$ cat src/sv/axis_rainbow_colorizer_core_defines.svh
// Assertion macros shared by the rainbow colouriser RTL.
`ifndef AXIS_RAINBOW_COLORIZER_CORE_DEFINES_SVH
`define AXIS_RAINBOW_COLORIZER_CORE_DEFINES_SVH

// Checks in the same cycle that the consequent holds whenever the antecedent holds.
`define ARC_ASSERT_IMP(label, clk, rstn, ante, cons, msg) \
    label: assert property (@(posedge clk) disable iff (!(rstn)) (ante) |-> (cons)) \
        else $error(msg);

// Checks in the next cycle that the consequent holds after the antecedent held.
`define ARC_ASSERT_NXT(label, clk, rstn, ante, cons, msg) \
    label: assert property (@(posedge clk) disable iff (!(rstn)) (ante) |=> (cons)) \
        else $error(msg);

`endif

$ cat src/sv/arc_pkg.sv
// Constants shared by the rainbow colouriser: widths, register indexes and resets, axis and sector codes.
package arc_pkg;

    localparam int COORD_WIDTH_DEF = 32;
    localparam int CFG_INDEX_W     = 2;
    localparam int LEVEL_W         = 8;
    localparam int SECTOR_W        = 3;

    localparam logic [CFG_INDEX_W-1:0] REG_AXIS_SELECT  = 2'd0;
    localparam logic [CFG_INDEX_W-1:0] REG_AXIS_MINIMUM = 2'd1;
    localparam logic [CFG_INDEX_W-1:0] REG_AXIS_MAXIMUM = 2'd2;

    localparam logic [1:0] AXIS_X = 2'd0;
    localparam logic [1:0] AXIS_Y = 2'd1;
    localparam logic [1:0] AXIS_Z = 2'd2;

    localparam logic [1:0] AXIS_SELECT_RESET  = AXIS_Z;
    localparam int         AXIS_MINIMUM_RESET = 0;
    localparam int         AXIS_MAXIMUM_RESET = 65536;

    localparam logic [SECTOR_W-1:0] SECTOR_RED    = 3'd0;
    localparam logic [SECTOR_W-1:0] SECTOR_YELLOW = 3'd1;
    localparam logic [SECTOR_W-1:0] SECTOR_GREEN  = 3'd2;
    localparam logic [SECTOR_W-1:0] SECTOR_CYAN   = 3'd3;
    localparam logic [SECTOR_W-1:0] SECTOR_BLUE   = 3'd4;

    localparam logic [LEVEL_W-1:0] LEVEL_FULL = 8'd255;

endpackage

$ cat src/sv/axis_rainbow_colorizer_core.sv
// Rainbow colouriser: maps one coordinate of a 3-D point to an RGB colour.
//
// The s_ channel carries one point per item, coordinates x, y and z packed from
// the lowest bit up. The m_ channel returns red, green and blue levels in tdata
// and a clamp flag in tuser. The cfg_ channel writes the axis select, minimum
// and maximum registers; it is always ready and should be written while idle.
//
// The datapath is a 14-stage pipeline: operand setup, sign fix and clamp,
// sector multiples, sector compare, ramp scaling, eight stages that each
// resolve one quotient bit of the ramp level, and the output register.
// One item is accepted every cycle while the receiver does not stall, and the
// one-bit-per-stage ramp division sets the depth of the pipeline.
//
// Each stage holds its own valid bit and loads whenever it is empty or the
// stage after it moves, so a stalled receiver fills the empty stages first
// and only then lowers s_tready; nothing is dropped or repeated.
// Reset empties the pipeline and restores the register defaults.
`include "axis_rainbow_colorizer_core_defines.svh"

module axis_rainbow_colorizer_core #(
    parameter int COORD_WIDTH = arc_pkg::COORD_WIDTH_DEF
) (
    input  logic                                aclk,
    input  logic                                aresetn,
    // coord_x, coord_y, coord_z, then zero padding to whole bytes
    input  logic [((3*COORD_WIDTH+7)/8)*8-1:0]  s_tdata,
    input  logic                                s_tvalid,
    output logic                                s_tready,
    // red_level, green_level, blue_level
    output logic [3*arc_pkg::LEVEL_W-1:0]       m_tdata,
    // was_clamped
    output logic                                m_tuser,
    output logic                                m_tvalid,
    input  logic                                m_tready,
    input  logic                                cfg_valid,
    output logic                                cfg_ready,
    input  logic [arc_pkg::CFG_INDEX_W-1:0]     cfg_index,
    input  logic [COORD_WIDTH-1:0]              cfg_data
);

    localparam int W    = COORD_WIDTH;
    localparam int NW   = W + 1;
    localparam int XW   = W + arc_pkg::LEVEL_W;
    localparam int QW   = arc_pkg::LEVEL_W;
    localparam int SW   = arc_pkg::SECTOR_W;
    localparam int NS   = 6 + QW;

    typedef struct packed {
        logic signed [NW-1:0] n;
        logic signed [NW-1:0] d;
    } st1_t;

    typedef struct packed {
        logic [W-1:0] un;
        logic [W-1:0] ud;
        logic         zero;
        logic         clamped;
    } st2_t;

    typedef struct packed {
        logic [W+1:0] four_un;
        logic [W-1:0] ud;
        logic [W+1:0] ud3;
        logic         zero;
        logic         clamped;
    } st3_t;

    typedef struct packed {
        logic [SW-1:0] sector;
        logic [W-1:0]  rem;
        logic [W-1:0]  ud;
        logic          zero;
        logic          clamped;
    } st4_t;

    typedef struct packed {
        logic [XW-1:0] x;
        logic [W-1:0]  ud;
        logic [QW-1:0] q;
        logic [SW-1:0] sector;
        logic          zero;
        logic          clamped;
    } div_t;

    logic [1:0]   axis_sel_reg;
    logic [W-1:0] axis_min_reg;
    logic [W-1:0] axis_max_reg;

    logic [NS-1:0] vld_reg;
    logic [NS-1:0] vld_next;
    logic [NS-1:0] en;

    st1_t st1_reg, st1_next;
    st2_t st2_reg, st2_next;
    st3_t st3_reg, st3_next;
    st4_t st4_reg, st4_next;
    div_t div_reg  [QW+1];
    div_t div_next [QW+1];

    logic [3*arc_pkg::LEVEL_W-1:0] m_tdata_reg, m_tdata_next;
    logic                          m_tuser_reg, m_tuser_next;

    // Configuration registers.
    assign cfg_ready = 1'b1;

    always_ff @(posedge aclk) begin
        if (!aresetn) begin
            axis_sel_reg <= arc_pkg::AXIS_SELECT_RESET;
            axis_min_reg <= W'(arc_pkg::AXIS_MINIMUM_RESET);
            axis_max_reg <= W'(arc_pkg::AXIS_MAXIMUM_RESET);
        end else if (cfg_valid) begin
            unique case (cfg_index)
                arc_pkg::REG_AXIS_SELECT:  axis_sel_reg <= cfg_data[1:0];
                arc_pkg::REG_AXIS_MINIMUM: axis_min_reg <= cfg_data;
                arc_pkg::REG_AXIS_MAXIMUM: axis_max_reg <= cfg_data;
                default: ;
            endcase
        end
    end

    // Pipeline flow control.
    always_comb begin
        en[NS-1] = !vld_reg[NS-1] || m_tready;
        for (int i = NS - 2; i >= 0; i--) begin
            en[i] = !vld_reg[i] || en[i+1];
        end
        vld_next[0] = en[0] ? s_tvalid : vld_reg[0];
        for (int i = 1; i < NS; i++) begin
            vld_next[i] = en[i] ? vld_reg[i-1] : vld_reg[i];
        end
    end

    always_ff @(posedge aclk) begin
        if (!aresetn) begin
            vld_reg <= '0;
        end else begin
            vld_reg <= vld_next;
        end
    end

    assign s_tready = en[0];
    assign m_tvalid = vld_reg[NS-1];
    assign m_tdata  = m_tdata_reg;
    assign m_tuser  = m_tuser_reg;

    // Stage 1: pick the coordinate and form offset and span.
    always_comb begin
        logic [W-1:0] v;
        unique case (axis_sel_reg)
            arc_pkg::AXIS_X: v = s_tdata[W-1:0];
            arc_pkg::AXIS_Y: v = s_tdata[2*W-1:W];
            default:         v = s_tdata[3*W-1:2*W];
        endcase
        st1_next.n = $signed({v[W-1], v}) - $signed({axis_min_reg[W-1], axis_min_reg});
        st1_next.d = $signed({axis_max_reg[W-1], axis_max_reg})
                   - $signed({axis_min_reg[W-1], axis_min_reg});
    end

    // Stage 2: make the span positive and clamp the offset into it.
    always_comb begin
        logic signed [NW-1:0] nn;
        logic signed [NW-1:0] dd;
        nn = st1_reg.d[NW-1] ? -st1_reg.n : st1_reg.n;
        dd = st1_reg.d[NW-1] ? -st1_reg.d : st1_reg.d;
        st2_next.ud   = dd[W-1:0];
        st2_next.zero = (st1_reg.d == '0);
        if (nn[NW-1] || nn == '0) begin
            st2_next.un      = '0;
            st2_next.clamped = nn[NW-1];
        end else if (nn >= dd) begin
            st2_next.un      = dd[W-1:0];
            st2_next.clamped = (nn != dd);
        end else begin
            st2_next.un      = nn[W-1:0];
            st2_next.clamped = 1'b0;
        end
        if (st2_next.zero) begin
            st2_next.clamped = 1'b1;
        end
    end

    // Stage 3: multiples of the span for the sector search.
    always_comb begin
        st3_next.four_un = {st2_reg.un, 2'b00};
        st3_next.ud      = st2_reg.ud;
        st3_next.ud3     = {2'b00, st2_reg.ud} + {1'b0, st2_reg.ud, 1'b0};
        st3_next.zero    = st2_reg.zero;
        st3_next.clamped = st2_reg.clamped;
    end

    // Stage 4: sector index and the remainder within the sector.
    always_comb begin
        logic [W+1:0] m1;
        logic [W+1:0] m2;
        logic [W+1:0] m4;
        logic [W+1:0] sub;
        m1 = {2'b00, st3_reg.ud};
        m2 = {1'b0, st3_reg.ud, 1'b0};
        m4 = {st3_reg.ud, 2'b00};
        priority if (st3_reg.four_un >= m4) begin
            st4_next.sector = arc_pkg::SECTOR_BLUE;
            sub             = m4;
        end else if (st3_reg.four_un >= st3_reg.ud3) begin
            st4_next.sector = arc_pkg::SECTOR_CYAN;
            sub             = st3_reg.ud3;
        end else if (st3_reg.four_un >= m2) begin
            st4_next.sector = arc_pkg::SECTOR_GREEN;
            sub             = m2;
        end else if (st3_reg.four_un >= m1) begin
            st4_next.sector = arc_pkg::SECTOR_YELLOW;
            sub             = m1;
        end else begin
            st4_next.sector = arc_pkg::SECTOR_RED;
            sub             = '0;
        end
        st4_next.rem     = W'(st3_reg.four_un - sub);
        st4_next.ud      = st3_reg.ud;
        st4_next.zero    = st3_reg.zero;
        st4_next.clamped = st3_reg.clamped;
    end

    // Stage 5: scale the remainder by 255 ahead of the ramp division.
    always_comb begin
        div_next[0].x       = {st4_reg.rem, {QW{1'b0}}} - {{QW{1'b0}}, st4_reg.rem};
        div_next[0].ud      = st4_reg.ud;
        div_next[0].q       = '0;
        div_next[0].sector  = st4_reg.sector;
        div_next[0].zero    = st4_reg.zero;
        div_next[0].clamped = st4_reg.clamped;
    end

    // Ramp division: one quotient bit per stage, most significant first.
    for (genvar j = 0; j < QW; j++) begin : g_div
        localparam int K = QW - 1 - j;
        always_comb begin
            logic [XW:0] cand;
            cand = {1'b0, div_reg[j].x} - ({{(XW + 1 - W){1'b0}}, div_reg[j].ud} << K);
            div_next[j+1] = div_reg[j];
            if (!cand[XW]) begin
                div_next[j+1].x    = cand[XW-1:0];
                div_next[j+1].q[K] = 1'b1;
            end
        end

        always_ff @(posedge aclk) begin
            if (en[5+j]) begin
                div_reg[j+1] <= div_next[j+1];
            end
        end
    end

    // Output stage: rising and falling ramps and the sector colour.
    always_comb begin
        logic [QW-1:0] rise;
        logic [QW-1:0] fall;
        logic [QW-1:0] r8;
        logic [QW-1:0] g8;
        logic [QW-1:0] b8;
        rise = div_reg[QW].q;
        fall = arc_pkg::LEVEL_FULL - rise - {{(QW-1){1'b0}}, (div_reg[QW].x != '0)};
        unique case (div_reg[QW].sector)
            arc_pkg::SECTOR_RED: begin
                r8 = arc_pkg::LEVEL_FULL; g8 = rise; b8 = '0;
            end
            arc_pkg::SECTOR_YELLOW: begin
                r8 = fall; g8 = arc_pkg::LEVEL_FULL; b8 = '0;
            end
            arc_pkg::SECTOR_GREEN: begin
                r8 = '0; g8 = arc_pkg::LEVEL_FULL; b8 = rise;
            end
            arc_pkg::SECTOR_CYAN: begin
                r8 = '0; g8 = fall; b8 = arc_pkg::LEVEL_FULL;
            end
            default: begin
                r8 = '0; g8 = '0; b8 = arc_pkg::LEVEL_FULL;
            end
        endcase
        if (div_reg[QW].zero) begin
            r8 = arc_pkg::LEVEL_FULL;
            g8 = '0;
            b8 = '0;
        end
        m_tdata_next = {b8, g8, r8};
        m_tuser_next = div_reg[QW].clamped;
    end

    always_ff @(posedge aclk) begin
        if (en[0]) begin
            st1_reg <= st1_next;
        end
        if (en[1]) begin
            st2_reg <= st2_next;
        end
        if (en[2]) begin
            st3_reg <= st3_next;
        end
        if (en[3]) begin
            st4_reg <= st4_next;
        end
        if (en[4]) begin
            div_reg[0] <= div_next[0];
        end
        if (en[NS-1]) begin
            m_tdata_reg <= m_tdata_next;
            m_tuser_reg <= m_tuser_next;
        end
    end

    `ARC_ASSERT_NXT(a_accept_enters, aclk, aresetn, s_tvalid && s_tready, vld_reg[0],
        "accepted item did not enter the first stage")

    `ARC_ASSERT_IMP(a_rem_in_sector, aclk, aresetn, vld_reg[3] && !st4_reg.zero,
        (st4_reg.rem < st4_reg.ud) ||
        (st4_reg.sector == arc_pkg::SECTOR_BLUE && st4_reg.rem == '0),
        "sector remainder not below the span")

    `ARC_ASSERT_IMP(a_one_full, aclk, aresetn, m_tvalid,
        m_tdata[7:0] == arc_pkg::LEVEL_FULL || m_tdata[15:8] == arc_pkg::LEVEL_FULL ||
        m_tdata[23:16] == arc_pkg::LEVEL_FULL,
        "rainbow colour has no channel at full level")

    `ARC_ASSERT_IMP(a_one_off, aclk, aresetn, m_tvalid,
        m_tdata[7:0] == '0 || m_tdata[15:8] == '0 || m_tdata[23:16] == '0,
        "rainbow colour has no channel switched off")

endmodule
$ cat config.mk
export PLATFORM = sky130hd
export DESIGN_NAME = axis_rainbow_colorizer_core
export DESIGN_NICKNAME = d
export VERILOG_FILES = /design/src/sv/arc_pkg.sv /design/src/sv/axis_rainbow_colorizer_core.sv
export VERILOG_INCLUDE_DIRS = /design/src /design/src/sv
export SDC_FILE = /design/constraint.sdc
export NUM_CORES = 2
export LEC_CHECK = 0
export BUFFER_PORTS_ARGS = -buffer_cell sky130_fd_sc_hd__buf_2
export CAP_MARGIN = 20
export CELL_PAD_IN_SITES_DETAIL_PLACEMENT = 1
export CELL_PAD_IN_SITES_GLOBAL_PLACEMENT = 2
export CORE_UTILIZATION = 46
export DETAILED_ROUTE_END_ITERATION = 6
export PLACE_DENSITY_LB_ADDON = 0.05
export SYNTH_ARGS = -nofsm -noshare
export SYNTH_HDL_FRONTEND = slang
export SYNTH_SLANG_ARGS = --single-unit
$ cat constraint.sdc
create_clock -name aclk -period 12.7 [get_ports aclk]
set_clock_uncertainty 0.15 [all_clocks]
set_input_delay 2.54 -clock aclk [delete_from_list [all_inputs] [get_ports aclk]]
set_output_delay 2.54 -clock aclk [all_outputs]
set_load 0.05 [all_outputs]
==> flow_metrics.py <==
metrics = {
    "floorplan": {
        "ios": 163,
        "fp.dieW_um": 377,
        "num_rows": 137,
        "die_h_um": 377,
        "start_util_pct": 46.4,
        "core_area_um2": 139000,
        "dieArea_um2": 142000,
    },
    "clock_tree": {
        "clk_pin_slew_ns": 0.06,
        "cts_buffers": 134,
        "cts.sinks": 1102,
        "postCtsSetupRepairBufs": 0,
        "cts.path.max_buffers": 3,
        "clock_latency_ns": 0.78,
        "cts-resized-gates": 0,
        "cts_root_buf": "clkbuf_16",
        "htreeDepth": 4,
        "cts_tree": "yes",
        "ctsHoldBuffers": 0,
    },
    "setup_path": {
        "critPathRequiredTime_ns": 10.01,
        "slowest_stage": "inv_1",
        "worstSetupPathType": "primary input to primary output",
        "cp.arrival_ns": 6.17,
        "r2r-start": "st3_reg[100]",
        "crit_path_frequent_cell": "and2_1",
        "max_stage_delay_ns": 0.55,
        "critPathLaunch": "m_tready",
        "crit_fanout": 26,
        "cp_cell_sequence": "buf_2, nor2b_1, inv_1, nor2_1, and2_1, and3_1, and2_1, and3_1, and2_1, nand3_4, buf_2",
        "critPathTopFamily": "simple AND/OR/NAND/NOR gates",
        "crit_buf_inv": 3,
        "end_kind": "primary output",
        "crit_path_start_kind": "primary input",
    },
    "grt": {
        "grtUsageTotal_pct": 22.4,
        "overflow": 0,
        "grt_pass1_vias": 47900,
        "grt_max_degree": 81,
        "grt_pass1_wl_mm": 254,
        "antenna_found_initial": 1,
    },
    "synth": {
        "netlist_area_um2": 64600,
        "synth_ff_type": "edfxtp_1",
        "async_flop_share_pct": 0,
        "ys_types": 86,
        "yosys.area_share.simple_pct": 11.1,
        "synth_nets": 6761,
        "synthMuxAreaShare_pct": 1.29,
        "ys_seq_area_share_pct": 50.0,
        "synth_top_family_by_area": "compound AO/OA/AOI/OAI gates",
        "synth_area_leaders": "edfxtp_1, ha_1, a21oi_1, xnor2_1, inv_1",
        "synth_compound_area_share_pct": 16.5,
        "synthAdderAreaFrac_pct": 11.4,
        "avgSynthCellArea_um2": 10.7,
        "synth-xor-area-share_pct": 5.80,
        "synth_top_area_cell": "edfxtp_1",
        "synth-edff-count": 1022,
        "synth_cells": 6045,
        "ys_ff_latch": 1102,
        "yosys.area.top_type_share_pct": 47.5,
        "yosysWarnings": 0,
    },
    "min_path": {
        "min_from": "div_reg[0][130]",
        "hold_class": "flop to flop",
    },
    "sta": {
        "max_freq_ghz": 0.113,
        "drv_slew": 0,
        "tns_ns": 0,
        "rsz0062_at_grt": "false",
        "relSlewSlack_pct": 28.6,
        "period_needed_ns": 8.86,
        "setup_viol": 0,
        "fin_crit_sh_pct": 69.7,
        "finalHoldViolCount": 0,
        "worstMarginPinSlew_ns": 1.07,
        "hold_slack_ns": 0.260,
    },
    "placement": {
        "numPortBuffers": 161,
        "gp_congestion": 0.855,
        "place_hpwl_mm": 125,
        "detailed_place.area_um2": 67600,
    },
    "finish": {
        "drive_gt1_share_pct": 8.05,
        "utilization_pct": 51.6,
        "filler_cell_count": 15100,
        "largest_register_ffs": 697,
        "fin_area_um2": 71900,
        "layout.nets": 6954,
        "areaGrowthSynthToFinish_pct": 11.3,
        "antennaDiodeCount": 0,
    },
    "drt": {
        "wirelength_mm": 158,
        "vias_per_cell": 5.53,
        "drc": 0,
        "antenna_left": 0,
        "num_vias": 45500,
        "drtPass1Iterations": 5,
        "drtIter0Drc": 1757,
        "drt-wirelength-per-cell_um": 19.3,
    },
    "job": {
        "maxCapViolations": 0,
    },
    "status": {
        "status": "finished, final reports clean",
    },
}
==> Yosys cell counts, types with 9 or more instances <==
cell type	count
a21o_1	229
xnor2_1	260
a21oi_1	457
fa_1	11
o41ai_1	17
o31ai_1	52
nand3b_1	10
or2_2	27
a211oi_1	146
a211o_1	14
o21bai_1	37
nor2b_1	71
o21a_1	81
buf_1	11
a221oi_1	11
nand4_1	47
xor2_1	168
dfxtp_1	80
nand3_1	77
o21ai_0	386
inv_1	530
o2111ai_1	10
nand2_1	528
a2111oi_0	11
mux2_2	36
or3_1	35
and2_1	23
a31o_2	9
a21boi_0	79
a31oi_1	30
and3_1	32
nor3_1	125
or4_1	24
o211ai_1	18
nor2_1	338
o31a_1	16
nor4_1	36
edfxtp_1	1022
clkbuf_1	128
mux2i_1	43
nand2b_1	91
ha_1	570
==> per-layer routing <==
metal / up-vias / GRT usage, % / share of wire (%)
li1: 22500 / - / -
met1: 22200 / 25.3 / 41
met2: 468 / 42.3 / 53
met3: 261 / 2.95 / 2.2
met4: 2 / 8.32 / 3.4
met5: - / 0 / 0.0082
==> per-stage QoR <==
step	instances	worst slack [ns]
6_report	8222	3.84
5_1_grt	8222	3.47
4_1_cts	8221	3.80
3_5_place_dp	7977	3.88
3_3_place_gp	7977	4.06
2_1_floorplan	6045	3.80
==> final cells by class <==
class / count / area (um^2) / area share [%]
Clock buffer: 168 / 3580 / 4.99
Tap cell: 1876 / 2350 / 3.26
Multi-Input combinational cell: 4268 / 29900 / 41.5
Sequential cell: 1102 / 32300 / 44.9
Timing Repair Buffer: 200 / 1110 / 1.55
Clock inverter: 76 / 688 / 0.957
Inverter: 532 / 2000 / 2.78
==> kinds of logic (layout without fill, tap and decap cells) <==
kind of cell             Yosys count  after routing
buffers and inverters            675            976
other                              1              1
multiplexers                      79             79
XOR/XNOR                         428            428
AND/OR/NAND/NOR                 1502           1502
flip-flops                      1102           1102
AO/OA/AOI/OAI                   1677           1677
adder cells (fa/ha/maj)          581            581
==> placed cells by master, fill, tap and decap left out, types with 17 or more instances in the layout <==
master and count:
a21oi_1 457, mux2i_1 43, or2_2 27, a21boi_0 79
edfxtp_1 1022, nor4_1 36, mux2_2 36, or3_1 34
nand2b_1 91, a31oi_1 30, o211ai_1 18, o21a_1 81
buf_4 38, nand4_1 47, nor2_1 336, nor2b_1 71
or4_1 24, clkinv_1 23, clkbuf_16 137, and3_1 32
dfxtp_1 78, nand2_1 521, clkbuf_1 27, xor2_1 168
o41ai_1 17, buf_2 161, nor3_1 123, xnor2_1 260
a211oi_1 146, a21o_1 229, o21ai_0 386, clkinv_2 25
ha_1 570, nand3_1 75, inv_1 523, o21bai_1 37
o31ai_1 52, and2_1 23
==> worst register-to-register path, cell delays in order, from the launching register on <==
cell      delay, ns
edfxtp_1       0.46
ha_1           0.32
a21o_1         0.16
a21oi_1        0.20
nor3b_1        0.57
o211ai_1       0.29
a211oi_1       0.85
nor2_4         0.30
a211oi_1       0.27
a211oi_1       0.08
a21oi_1        0.16
ha_1           0.29
a21o_1         0.19
a21oi_1        0.21
nor2b_1        0.11
o311ai_0       0.49
a21oi_1        0.17
o21ai_0        0.41
o21ai_0        0.20
a31o_2         0.29
a21o_1         0.22
a21o_1         0.19
a21oi_1        0.17
xnor2_1        0.08
==> final timing paths <==
| path | cells after the start | slack [ns] | end |
|---|---|---|---|
| setup / recovery | 11 | 3.84 | s_tready |
| hold / removal | 0 | 0.26 | div_reg[0][215] |
| setup reg to reg | 23 | 5.63 | st4_reg[62] |
| hold reg to reg | 0 | 0.26 | div_reg[0][215] |
Power is left out: the tool's default activity adds up to more than one toggle a clock period on the data nets, which glitch-free logic cannot reach.
